**config.mk**
```make
export PLATFORM = sky130hd
export DESIGN_NAME = cprtl_ctrl
export DESIGN_NICKNAME = d
export VERILOG_FILES = /design/src/cprtl_pkg.sv /design/src/cprtl_ctrl.sv
export SDC_FILE = /design/constraint.sdc
export NUM_CORES = 1
export LEC_CHECK = 0
export CAP_MARGIN = 30
export CORE_AREA = 2 2 39 41
export CTS_CLUSTER_SIZE = 14
export DETAILED_ROUTE_END_ITERATION = 10
export DIE_AREA = 0 0 41 43
export DONT_BUFFER_PORTS = 1
export GPL_TIMING_DRIVEN = 0
export PLACE_DENSITY = 0.42
export SYNTH_ARGS = -nofsm -noshare
export SYNTH_HDL_FRONTEND = slang
export SYNTH_SLANG_ARGS = --single-unit
```
**constraint.sdc**
```tcl
create_clock -name clk_i -period 2 [get_ports clk_i]
set_input_delay 0.6 -clock clk_i [delete_from_list [all_inputs] [get_ports clk_i]]
set_output_delay 0.6 -clock clk_i [all_outputs]
set_load 0.01 [all_outputs]
```
**src/cprtl_pkg.sv**
```systemverilog
// shared types and constants for the codepoint range table lookup unit
package cprtl_pkg;

  localparam int TABLE_DEPTH_DEF      = 4096;
  localparam int GLYPH_INDEX_BITS_DEF = 18;

  localparam int CP_W    = 21;
  localparam int BASE_W  = 18;
  localparam int IDX_W   = 12;
  localparam int COUNT_W = 13;

  typedef enum logic {
    KIND_WRITE  = 1'b0,
    KIND_LOOKUP = 1'b1
  } kind_e;

  typedef struct packed {
    logic [CP_W-1:0]   first;
    logic [CP_W-1:0]   last;
    logic [BASE_W-1:0] base;
  } range_t;

  typedef struct packed {
    logic wr_item;
    logic lookup_item;
    logic check;
    logic step;
    logic load_out;
  } dp_cmd_t;

  typedef struct packed {
    logic empty;
    logic last_hit;
    logic search_end;
  } dp_status_t;

endpackage

```
**src/cprtl_ctrl.sv**
```systemverilog
// sequencer for write and lookup words: check, probe loop and output register
module cprtl_ctrl (
  input  logic                  clk_i,
  input  logic                  rst_ni,
  input  logic                  in_valid_i,
  input  logic                  kind_i,
  output logic                  in_stall_o,
  input  logic                  out_stall_i,
  output logic                  out_valid_o,
  output cprtl_pkg::dp_cmd_t    cmd_o,
  input  cprtl_pkg::dp_status_t status_i
);
  import cprtl_pkg::*;

  typedef enum logic [1:0] {
    ST_IDLE,
    ST_CHECK,
    ST_SEARCH,
    ST_DONE
  } state_e;

  state_e  state_q, state_d;
  logic    out_valid_q, out_valid_d;
  logic    accept;
  logic    out_free;
  dp_cmd_t cmd;

  always_comb begin
    in_stall_o      = (state_q != ST_IDLE);
    accept          = in_valid_i & ~in_stall_o;
    out_free        = ~out_valid_q | ~out_stall_i;
    cmd             = '0;
    cmd.wr_item     = accept & (kind_i == KIND_WRITE);
    cmd.lookup_item = accept & (kind_i == KIND_LOOKUP);
    cmd.check       = (state_q == ST_CHECK);
    cmd.step        = (state_q == ST_SEARCH);
    cmd.load_out    = (state_q == ST_DONE) & out_free;

    state_d = state_q;
    unique case (state_q)
      ST_IDLE: begin
        if (cmd.lookup_item) state_d = ST_CHECK;
      end
      ST_CHECK: begin
        if (status_i.empty || status_i.last_hit) state_d = ST_DONE;
        else                                     state_d = ST_SEARCH;
      end
      ST_SEARCH: begin
        if (status_i.search_end) state_d = ST_DONE;
      end
      ST_DONE: begin
        if (out_free) state_d = ST_IDLE;
      end
      default: state_d = ST_IDLE;
    endcase

    // result word leaves when taken, a new one enters from the done state
    if (cmd.load_out)     out_valid_d = 1'b1;
    else if (out_stall_i) out_valid_d = out_valid_q;
    else                  out_valid_d = 1'b0;
  end

  always_ff @(posedge clk_i or negedge rst_ni) begin
    if (!rst_ni) begin
      state_q     <= ST_IDLE;
      out_valid_q <= 1'b0;
    end else begin
      state_q     <= state_d;
      out_valid_q <= out_valid_d;
    end
  end

  assign cmd_o       = cmd;
  assign out_valid_o = out_valid_q;

endmodule

```
==> flow_summary.toml <==
[setup_path]
required_ps = 1400
cp.arrival_ps = 1270
crit_path_cell_trace = "inv_1 > ha_1 > nand2_1 > nor2_1"
cp_max_fo = 5
ff2ff_setup_slack_ps = 380
crit_path_start_kind = "flip-flop"
cp_slowest_cell = "dfrtp_1"
cp_top_family = "flip-flops"
max_stage_delay_ps = 410
cp.buffers_inverters = 1
path_class = "flip-flop to output port"
cp-end-kind = "output port"

[global_route]
grt_pass1_vias = 202
grt_pass1_wl_um = 793
grt_max_degree = 6
grt_usage = 0.0722
grt_overflow = 0
antenna_found_initial = 0

[clock_network]
numCtsBuffers = 3
clk_path_buf_depth = 2
cts.clk_slew.worst_paths_ps = 40
cts_tree = "built"
clockRootBuffer = "clkbuf_4"
clock_latency_ps = 240
holdBufCountCts = 0
cts_sinks = 3
htree_levels = 1
cts_resized = 0
cts_setup_buffers = 0

[synth]
synth_top_area_frac = 0.287
synth_flop_cell = "dfrtp_1"
yosysMostFrequentCell = "ha_1"
synth.avg_cell_area_sq_um = 10.9
synth_warnings = 0
async_flop_share = 1.00
syn_nets = 37
yosysTopAreaCell = "dfrtp_1"
ys_types = 15
synthTopCellsByArea = "dfrtp_1 29%, ha_1 24%, o221a_4 7.7%, inv_1 5.7%, mux2_4 5.7%"
synth-edff-count = 0
synth_seq_area_share = 0.287
synthTopCellsByCount = "5 x ha_1, 4 x inv_1, 3 x dfrtp_1"
synth_area_sq_um = 262
synth_seq_cells = 3
netlist_instances = 24

[timing]
slew_violations = 0
fin_crit_sh = 0.933
finalSetupViolCount = 0
worstMarginPinSlew_ps = 259
setup_tns_ps = 0
timing.fmax_ghz = 0.536
rsz0062_at_grt = "false"
slew_headroom = 0.826
fin_skew_ps = 2.74
final_hold_viol_count = 0
period_needed_ps = 1870

[detailed_routing]
wl_um = 503
wl_per_cell_um = 11.4
drtPass1Iterations = 2
via_per_inst = 4.23
drcViolationCount = 0
drtIter0Drc = 1
ant_nets = 0
vias = 186

[layout]
area_growth_pct = 17.7
fillers = 149
layout.nets = 42
diodes = 0
drive_gt1_frac = 0.250
final_util = 0.222

[die]
ios = 15
die_x_um = 41
start_util = 0.189
dieArea_sq_um = 1760
die_y_um = 43
coreArea_sq_um = 1380
rows = 14

[power_and_ir_drop]
max-vdd-ir-drop_mv = 0.535
power.leakage_nw = 0.163
powerDensity_nw_per_um2 = 1790

[run_status]
status = "completed"

[place]
portBuffers = 0
gp_congestion = 0.629
hpwl_um = 421

[run]
drv_cap = 0

[worst_hold_path]
hold_path.class = "input port to async pin"
## metrics by stage
stage | total power [mW] | cell area, sq um | hold slack, ps | worst slack (ps) | cells
floorplan | 0.395 | 262 | 304 | 485 | 24
global placement | 0.429 | 282 | 304 | 405 | 40
detailed placement | 0.449 | 282 | 304 | 379 | 40
CTS | 0.563 | 308 | 50.3 | 121 | 44
global route | 0.598 | 308 | 41.5 | 62.6 | 44
finish | 0.550 | 308 | 58.8 | 134 | 44
## state kept, by name (all words and copies together) (netlist names)
name and count:
state_q 2, out_valid_o 1
## per-layer routing
layer / global-route usage / share of wire / wire length (um)
met5: 0 / 0 / 0
met4: 0.0400 / 0 / 0
met3: 0.0733 / 0.17 / 87
met2: 0.0938 / 0.42 / 210
met1: 0.0705 / 0.41 / 205
## report_power, final
part / switching, mW / internal [mW]
clock network: 0.0332 / 0.0749
logic: 0.146 / 0.157
registers: 0.0447 / 0.0951
## kinds of logic (layout without fill, tap and decap cells)
family	count (synthesis)	in the layout	synth area share
simple gates	4	4	0.0909
buf+inv	5	9	0.0861
flops	3	3	0.287
compound gates	5	5	0.201
mux	2	2	0.0957
fa+ha+maj	5	5	0.239
## worst paths after layout
check	from	to	cells after the start
min in group clk_i	out_stall_i	out_valid_o	1
max in group asynchronous	rst_ni	state_q[1]	0
hold / removal	rst_ni	out_valid_o	0
setup reg to reg	state_q[0]	state_q[1]	5
setup / recovery	state_q[0]	cmd_o[4]	4
hold reg to reg	out_valid_o	out_valid_o	1
## layout make-up
cell class                      count  area (sq um)  area share
Sequential cell                     3          75.1       0.244
Multi-Input combinational cell     16           164       0.533
Inverter                            4          15.0      0.0488
Buffer                              1          7.51      0.0244
Tap cell                           16          20.0      0.0650
Clock buffer                        4          26.3      0.0854
## placed cells by master, fill, tap and decap left out
cell,n
and3_4,1
o211a_1,1
ha_1,5
mux2i_1,1
a211oi_1,1
mux2_4,1
nand3_1,1
a21boi_0,1
clkbuf_1,1
buf_4,1
nand2_1,1
dfrtp_1,3
o221a_4,1
nor2_1,1
clkbuf_4,3
inv_1,4
a21o_1,1
Power figures use the tool's default switching activity.
